File: src/hw/rtl/three_axis_offset_moving_average_assert.svh
// ----------------------------------------------------------------------------
// Assertion macros for the three-axis offset moving average block.
// Each macro expands to one labeled concurrent assertion on clk_i, which is
// disabled while rst_ni is low.
// ----------------------------------------------------------------------------
`ifndef THREE_AXIS_OFFSET_MOVING_AVERAGE_ASSERT_SVH
`define THREE_AXIS_OFFSET_MOVING_AVERAGE_ASSERT_SVH

// The consequent must hold in the same cycle as the antecedent.
`define TAMAVG_ASSERT_IMPL(label, ante, cons, msg) \
  label: assert property (@(posedge clk_i) disable iff (!rst_ni) (ante) |-> (cons)) \
    else $error(msg);

// The consequent must hold in the cycle after the antecedent.
`define TAMAVG_ASSERT_NEXT(label, ante, cons, msg) \
  label: assert property (@(posedge clk_i) disable iff (!rst_ni) (ante) |=> (cons)) \
    else $error(msg);

`endif

File: src/hw/rtl/tamavg_pkg.sv
`timescale 1ns / 1ps
// ----------------------------------------------------------------------------
// tamavg_pkg
// Shared constants, widths and types of the three-axis offset moving average.
// ----------------------------------------------------------------------------
package tamavg_pkg;

  localparam int AXES             = 3;
  localparam int SAMPLE_W         = 16;
  localparam int ACCEL_W          = 23;
  localparam int FILTER_TAPS      = 10;
  localparam int CAL_COUNT        = 100;
  localparam int G_SCALE_TENTH_MG = 78;

  // Boxcar sum: magnitude bound is FILTER_TAPS * 2^15.
  localparam int TAP_MAG_W     = SAMPLE_W + $clog2(FILTER_TAPS);
  localparam int TAP_SUM_W     = TAP_MAG_W + 1;
  localparam int TAP_DIV_SHIFT = TAP_MAG_W + $clog2(FILTER_TAPS) + 1;
  localparam int TAP_RECIP_W   = TAP_DIV_SHIFT + 1;
  localparam int TAP_PROD_W    = TAP_MAG_W + TAP_RECIP_W;
  localparam logic [TAP_RECIP_W-1:0] TAP_RECIP = TAP_RECIP_W'(
    ((64'd1 << TAP_DIV_SHIFT) + 64'(FILTER_TAPS - 1)) / 64'(FILTER_TAPS));

  // Calibration sum: magnitude bound is CAL_COUNT * 2^15.
  localparam int CAL_MAG_W     = SAMPLE_W + $clog2(CAL_COUNT);
  localparam int CAL_SUM_W     = CAL_MAG_W + 1;
  localparam int CAL_DIV_SHIFT = CAL_MAG_W + $clog2(CAL_COUNT);
  localparam int CAL_RECIP_W   = CAL_DIV_SHIFT + 1;
  localparam int CAL_PROD_W    = CAL_MAG_W + CAL_RECIP_W;
  localparam logic [CAL_RECIP_W-1:0] CAL_RECIP = CAL_RECIP_W'(
    ((64'd1 << CAL_DIV_SHIFT) + 64'(CAL_COUNT - 1)) / 64'(CAL_COUNT));

  localparam int CNT_W = $clog2(CAL_COUNT + 1);

  typedef logic signed [SAMPLE_W-1:0] sample_t;
  typedef sample_t [AXES-1:0]         axes_t;
  typedef logic signed [ACCEL_W-1:0]  accel_t;

  // Control flags handed from the averaging pipeline to the calibration unit.
  typedef struct packed {
    logic fire;
    logic cal;
    logic done;
  } cal_ctl_t;

endpackage

File: src/hw/rtl/tamavg_cell.sv
`timescale 1ns / 1ps
// ----------------------------------------------------------------------------
// tamavg_cell
// One tap of the boxcar delay line, holding one sample of each axis.
// ----------------------------------------------------------------------------
module tamavg_cell (
  input  logic              clk_i,
  input  logic              rst_ni,
  input  logic              shift_i,
  input  tamavg_pkg::axes_t tap_i,
  output tamavg_pkg::axes_t tap_o
);
  import tamavg_pkg::*;

  axes_t tap_q;

  // History starts at zero, so the cell is cleared on reset.
  always_ff @(posedge clk_i or negedge rst_ni) begin
    if (!rst_ni) begin
      tap_q <= '0;
    end else if (shift_i) begin
      tap_q <= tap_i;
    end
  end

  assign tap_o = tap_q;
endmodule

File: config.mk
export PLATFORM = sky130hd
export DESIGN_NAME = tamavg_cell
export DESIGN_NICKNAME = d
export VERILOG_FILES = /design/src/hw/rtl/three_axis_offset_moving_average_assert.svh /design/src/hw/rtl/tamavg_pkg.sv /design/src/hw/rtl/tamavg_cell.sv
export SDC_FILE = /design/constraint.sdc
export NUM_CORES = 1
export LEC_CHECK = 0
export ABC_AREA = 1
export BUFFER_PORTS_ARGS = -buffer_cell sky130_fd_sc_hd__buf_2
export CAP_MARGIN = 20
export CORE_MARGIN = 5
export CORE_UTILIZATION = 47
export CTS_CLUSTER_SIZE = 14
export DETAILED_ROUTE_END_ITERATION = 8
export PLACE_DENSITY = 0.84
export SYNTH_ARGS = -nofsm -noshare
export SYNTH_HDL_FRONTEND = slang
export SYNTH_SLANG_ARGS = --single-unit
File: constraint.sdc
create_clock -name clk_i -period 0.8 [get_ports clk_i]
set_input_delay 0 -clock clk_i [delete_from_list [all_inputs] [get_ports clk_i]]
set_output_delay 0 -clock clk_i [all_outputs]
set_load 0.03 [all_outputs]
* After elaboration in Yosys (flattened, before gate mapping)
Index checks and enable logic that the tools add are counted.
** Storage, ports and cells
- Flip-flop bits (word level) :: 48
- Output and inout port bits :: 48
- Logic and storage cells :: 3

* Logic depth before layout (Yosys ltp)
Gate-level depths: netlist of run 1.
- Word-level depth :: 0
- Depth in mapped cells :: 5
- Depth with buffers taken out :: 3

* Worst setup path before layout of run 1
Ideal clock, no wire load.
- Kind :: register to register
- Start point :: register tap_o[0] (netlist name)
- End point :: register tap_q (netlist bit tap_o[0])
- Data arrival time :: 611 ps
- Data required time :: 682 ps
- Setup slack :: 71 ps
- Stages on the path, launching flop included :: 3
- Buffers on the path :: 0
- Period minus slack after synthesis :: 729 ps
- Cell sequence :: dfrtp_1 nand2_1 nand2_1
** RTL lines
- end signal, assigned :: RTL line tamavg_cell.sv:22 : tap_q <= tap_i;
- end, declared :: RTL line tamavg_cell.sv:15 : axes_t tap_q;

* Final worst setup path of run 1
- Start point :: register tap_q (netlist bit tap_o[25])
- End point :: output tap_o[25] (netlist bit)
** RTL lines
- end, declared :: RTL line tamavg_cell.sv:11 : output tamavg_pkg::axes_t tap_o
No word-level cell between the ends.

==> out/metrics.cfg, run 1 <==
[sta]
final-hold-violation-count=0
timing.final.crit_share_pct=110.3
slew_headroom_pct=83.16
rsz0062_at_grt=yes
max_freq_mhz=1134
fin_worst_skew_ps=0
worstMarginPinSlew_ps=252.7
period_minus_slack_ps=882.0
slew_viol_final=0
worst_slack_ps=-82.02
whs_ps=192.9
setup_viol=56
setup-tns-final_ps=-2375

[yosys]
syn-instance-count=203
ys_ff_latch=48
ys_seq_area_share_pct=66.53
synth-warning-count=0
yosysTopAreaCellShare_pct=66.53
avgSynthCellArea_um2=8.894
syn_area_um2=1805
synthTopCellsByArea=dfrtp_1 67%, nand2_1 30%, buf_2 1.7%
syn_nets=254
ys_types=5
yosysTopAreaCell=dfrtp_1

[floorplan]
rows=22
design.core.area_um2=3689
die_x_um=71.98
ios=99
die_h_um=71.98
die-area_um2=5181
start_util_pct=48.95

[pwr]
seqPwrFrac_pct=45.3
ir_worst_vdd_mv=1.484
internal_power_w=0.004274
power_switching_share_pct=31.72
p_leak_nw=1.922
power_density_nw_per_um2=1802
combPwrFrac_pct=31.3
p_sw_w=0.001986
clockPowerShare_pct=23.3

[route]
vias=2278
detail_route.drc_violations=0
via_per_inst=5.298
drtAntennaViolNets=0
wire_per_inst_um=20.41
dr.first_iter.drc_count=171
wirelength_um=8776
firstDrtPassIters=4

[critical_path]
path_cells=buf_6
cp_num_buf_inv=1
reg2reg_to=tap_o[39]
crit_arrival_ps=880
required_ps=800
crit_family=flip-flops
path_max_fanout=2
cp_num_cells=1
criticalPathCategory=register to output pin
critPathLaunchType=register
timing.rr.start=tap_o[39]
cp-endpoint=tap_o[25]
end_kind=output pin
slowest_stage=dfrtp_1
crit_start=tap_o[25]
rr_worst_depth=3
critPathMaxStageDelay_ps=430
r2r_setup_slack_ps=-50

[layout]
final_cell_mix=140 x nand2_1, 50 x buf_2, 49 x dlygate4sd3_1
largest_reg_flops=48
final_common_cell=nand2_1
syn_to_final_growth_pct=92.45
drive_above_1_share_pct=37.27
final_nets=431
fin_cells=430

[clocking]
cts.sinks=48
clockBufferDepth=2
root_buffer=clkbuf_8
path_clk_slew_ps=80
numCtsBuffers=5
h-tree-depth=2
clock_latency_ps=280
cts_tree=built

[global_route]
grt_max_degree=49
grt_pass1_wl_um=10360
grt_pass1_vias=2139
antenna_found_initial=1
grt_overflow_total=0
grt_usage_pct=26.48

[flow_run]
maxCapViolations=0

[outcome]
status=complete, but fails checks
violations=negative setup slack

[placement]
gp_congestion=0.7272
numPlacedInstances=342
dp_hpwl_um=3083
io_buffers=98

[hold_path]
min_path_type=input port to register

## synthesized netlist by cell type
library cell and n:
dfrtp_1 48, nand2_1 144, buf_4 4, inv_2 1, buf_2 6
## metal layers
| metal | up-vias | part of all wire [%] | track usage [%] |
|---|---|---|---|
| met1 | 1099 | 32 | 26.19 |
| met3 | 55 | 8.0 | 7.341 |
| met5 | - | 0 | 0 |
| li1 | 959 | - | - |
| met2 | 165 | 52 | 51.84 |
| met4 | 0 | 7.4 | 9.603 |
## power by group through the flow
stage	clock [W]	sequential, W	combinational [W]
6_report	0.00146	0.00284	0.00196
4_1_cts	0.00144	0.00280	0.00169
2_1_floorplan	0	0.00323	0.000257
5_1_grt	0.00157	0.00285	0.00205
3_5_place_dp	0	0.00280	0.00118
3_3_place_gp	0	0.00279	0.00114
## timing repair
| action | 4_1_cts | 5_1_grt |
|---|---|---|
| setup endpoints to repair | 48 | 50 |
| setup buffers | 12 | 18 |
| hold buffers | 49 | 0 |
| endpoints found under the hold margin | 96 | 0 |
| gates resized for setup | 96 | 4 |
## worst min-delay path by stage
stage / start / to / slack (ps) / cells after the start
floorplan: rst_ni / tap_o[0] / -300 / 0
global placement: rst_ni / tap_o[9] / -2 / 2
detailed placement: rst_ni / tap_o[7] / 1 / 2
CTS: shift_i / tap_o[36] / 170 / 4
global route: shift_i / tap_o[45] / 200 / 4
finish: shift_i / tap_o[34] / 190 / 4
## area by class of cell
cell class / instances / area, µm²
timing repair buffer: 180 / 1567
tap: 48 / 60.06
inverter: 1 / 3.754
fill: 107 / 214.0
clock buffer: 8 / 90.09
antenna: 1 / 2.502
multi-input combinational: 144 / 550.5
sequential: 48 / 1201
## stage by stage
stage | instance area, µm² | utilization [%] | setup WS, ps | total power, W
2_1_floorplan | 1805 | - | 71.03 | 0.003490
3_3_place_gp | 2356 | 63.87 | 202.7 | 0.003937
3_5_place_dp | 2356 | 63.87 | 164.5 | 0.003975
4_1_cts | 3327 | 90.20 | -47.40 | 0.005931
5_1_grt | 3475 | 94.20 | -102.7 | 0.006474
6_report | 3475 | 94.20 | -82.02 | 0.006260
## logic make-up after synthesis
group / synth area share, %
flops: 66.53
buf+inv: 3.534
simple gates: 29.94
Power figures use the tool's default switching activity.
==> run 2, diff against run 1 <==
--- a/config.mk
+++ b/config.mk
@@ -9,10 +9,10 @@
 export BUFFER_PORTS_ARGS = -buffer_cell sky130_fd_sc_hd__buf_2
 export CAP_MARGIN = 20
 export CORE_MARGIN = 5
-export CORE_UTILIZATION = 47
+export CORE_UTILIZATION = 44
 export CTS_CLUSTER_SIZE = 14
 export DETAILED_ROUTE_END_ITERATION = 8
-export PLACE_DENSITY = 0.84
+export PLACE_DENSITY = 0.79
 export SYNTH_ARGS = -nofsm -noshare
 export SYNTH_HDL_FRONTEND = slang
 export SYNTH_SLANG_ARGS = --single-unit
==> constraint.sdc (replaced) <==
create_clock -name clk_i -period 0.9 [get_ports clk_i]
set_input_delay 0 -clock clk_i [delete_from_list [all_inputs] [get_ports clk_i]]
set_output_delay 0 -clock clk_i [all_outputs]
set_load 0.03 [all_outputs]
==> run 2 against run 1 <==
Against the previous run: sequential power decreased by 13%; largest power group unchanged; the flow now finishes without violations; critical path type unchanged; clock skew stayed put; core utilization is 19 points lower; largest cell class is now registers.
==> out/metrics.cfg, run 2 (synthesized netlist as in run 1, its figures left out) <==
[global_route]
grt_pass1_wl_um=8169  ; -21%
antenna_found_initial=0  ; -1
grt_max_degree=49  ; unchanged
grt_pass1_vias=1832  ; -14%
grt_overflow_total=0  ; unchanged
grt_usage_pct=19.35  ; -7.1 points

[layout]
drive_above_1_share_pct=31.74  ; -5.5 points
fill_cells=297  ; +180%
final_nets=406  ; -5.8%
syn_to_final_growth_pct=65.70
final_common_cell=nand2_1
largest_reg_flops=48  ; unchanged
diodes=0  ; -1
final_cell_mix=144 x nand2_1, 90 x buf_2, 49 x dlygate4sd3_1
fin_cells=406  ; -5.6%

[sta]
worstMarginPinSlew_ps=271.2  ; +18.55 ps
timing.final.crit_share_pct=97.06
fin_worst_skew_ps=0  ; unchanged
worst_slack_ps=26.47  ; +108.5 ps
slew_viol_final=0  ; unchanged
setup_viol=0  ; -100%
final-hold-violation-count=0  ; unchanged
whs_ps=153.3  ; -39.66 ps
setup-tns-final_ps=0  ; +2375 ps
rsz0062_at_grt=no
slew_headroom_pct=81.92  ; -1.2 points
max_freq_mhz=1145
period_minus_slack_ps=873.5

[route]
dr.first_iter.drc_count=64  ; -63%
detail_route.drc_violations=0  ; unchanged
via_per_inst=4.530  ; -14%
wirelength_um=5054  ; -42%
drtAntennaViolNets=0  ; unchanged
firstDrtPassIters=4  ; unchanged
vias=1839  ; -19%
wire_per_inst_um=12.45  ; -39%

[clocking]
cts.sinks=48  ; unchanged
cts_tree=built
root_buffer=clkbuf_8
clockBufferDepth=2  ; unchanged
path_clk_slew_ps=80  ; about the same
clock_latency_ps=280  ; about the same
numCtsBuffers=5  ; unchanged
h-tree-depth=2  ; unchanged

[outcome]
status=finished clean

[pwr]
ir_worst_vdd_mv=1.036  ; -30%
p_leak_nw=1.713  ; -11%
power_density_nw_per_um2=1653  ; -8.3%

[placement]
place_ws_ps=248.7  ; +84.17 ps
io_buffers=98  ; unchanged
gp_congestion=0.6992  ; -3.9%
numPlacedInstances=346  ; +1.2%
dp_hpwl_um=3093  ; +0.34%

[critical_path]
end_kind=output pin
critPathLaunchType=register
path_cells=buf_2
critPathMaxStageDelay_ps=400  ; -30 ps
reg2reg_to=tap_o[38]
crit_arrival_ps=870  ; about the same
r2r_setup_slack_ps=150  ; +200 ps
required_ps=900  ; +100 ps
timing.rr.start=tap_o[38]
path_max_fanout=2  ; unchanged
criticalPathCategory=register to output pin
rr_worst_depth=3  ; unchanged
crit_family=flip-flops
slowest_stage=dfrtp_1
cp_num_buf_inv=1  ; unchanged

[hold_path]
hold_end=tap_o[25]
min_path_type=input port to register
hold_path.startpoint=shift_i
whs_path_depth=5  ; +1

[floorplan]
rows=23  ; +4.5%
die-area_um2=5484  ; +5.8%
start_util_pct=45.14  ; -3.8 points
die_x_um=74.06  ; +2.9%
die_h_um=74.06  ; +2.9%
design.core.area_um2=4000  ; +8.4%
ios=99  ; unchanged

[flow_run]
maxCapViolations=0  ; unchanged

-- run 2: per-layer routing --
metal	track usage [%]	part of all wire [%]	vias up
met5	0	0	-
met3	4.865	7.5	7
li1	-	-	902
met1	23.14	39	861
met4	4.225	0.85	0
met2	35.14	53	69
-- run 2: area by class of cell --
type                       count  area, µm²  share of cell area [%]
sequential                    48       1201                   40.15
tap                           50      62.56                   2.091
timing repair buffer         155       1094                   36.55
clock buffer                   8      90.09                   3.011
multi-input combinational    144      540.5                   18.07
inverter                       1      3.754                  0.1255
-- run 2: where the power goes --
group / internal [W] / switching, W / total [W]
Sequential: 0.00235 / 0.000111 / 0.00246
Clock: 0.000626 / 0.000619 / 0.00125
Combinational: 0.000492 / 0.000750 / 0.00124
Total: 0.00347 / 0.00148 / 0.00494
-- run 2: worst max path at each step --
stage | from | endpoint | slack [ps] | depth (start not counted)
2_1_floorplan | tap_o[0] | tap_o[0] | 170 | 2
3_3_place_gp | shift_i | tap_o[33] | 280 | 5
3_5_place_dp | shift_i | tap_o[41] | 250 | 5
4_1_cts | tap_o[19] | tap_o[19] | 20 | 1
5_1_grt | tap_o[23] | tap_o[23] | 1 | 1
6_report | tap_o[34] | tap_o[34] | 30 | 1
-- run 2: repair_timing --
item	4_1_cts	5_1_grt
resized for setup	0	16
setup endpoints to repair	0	8
endpoints found under the hold margin	96	0
hold buffers	49	0
setup buffers	0	3
-- run 2: per-stage QoR --
step | cell area [µm²] | util, % | power (W)
detailed placement | 2361 | 59.02 | 0.003529
finish | 2992 | 74.79 | 0.004945
floorplan | 1805 | - | 0.003102
global route | 2992 | 74.79 | 0.005192
CTS | 2942 | 73.54 | 0.004956
global placement | 2361 | 59.02 | 0.003505
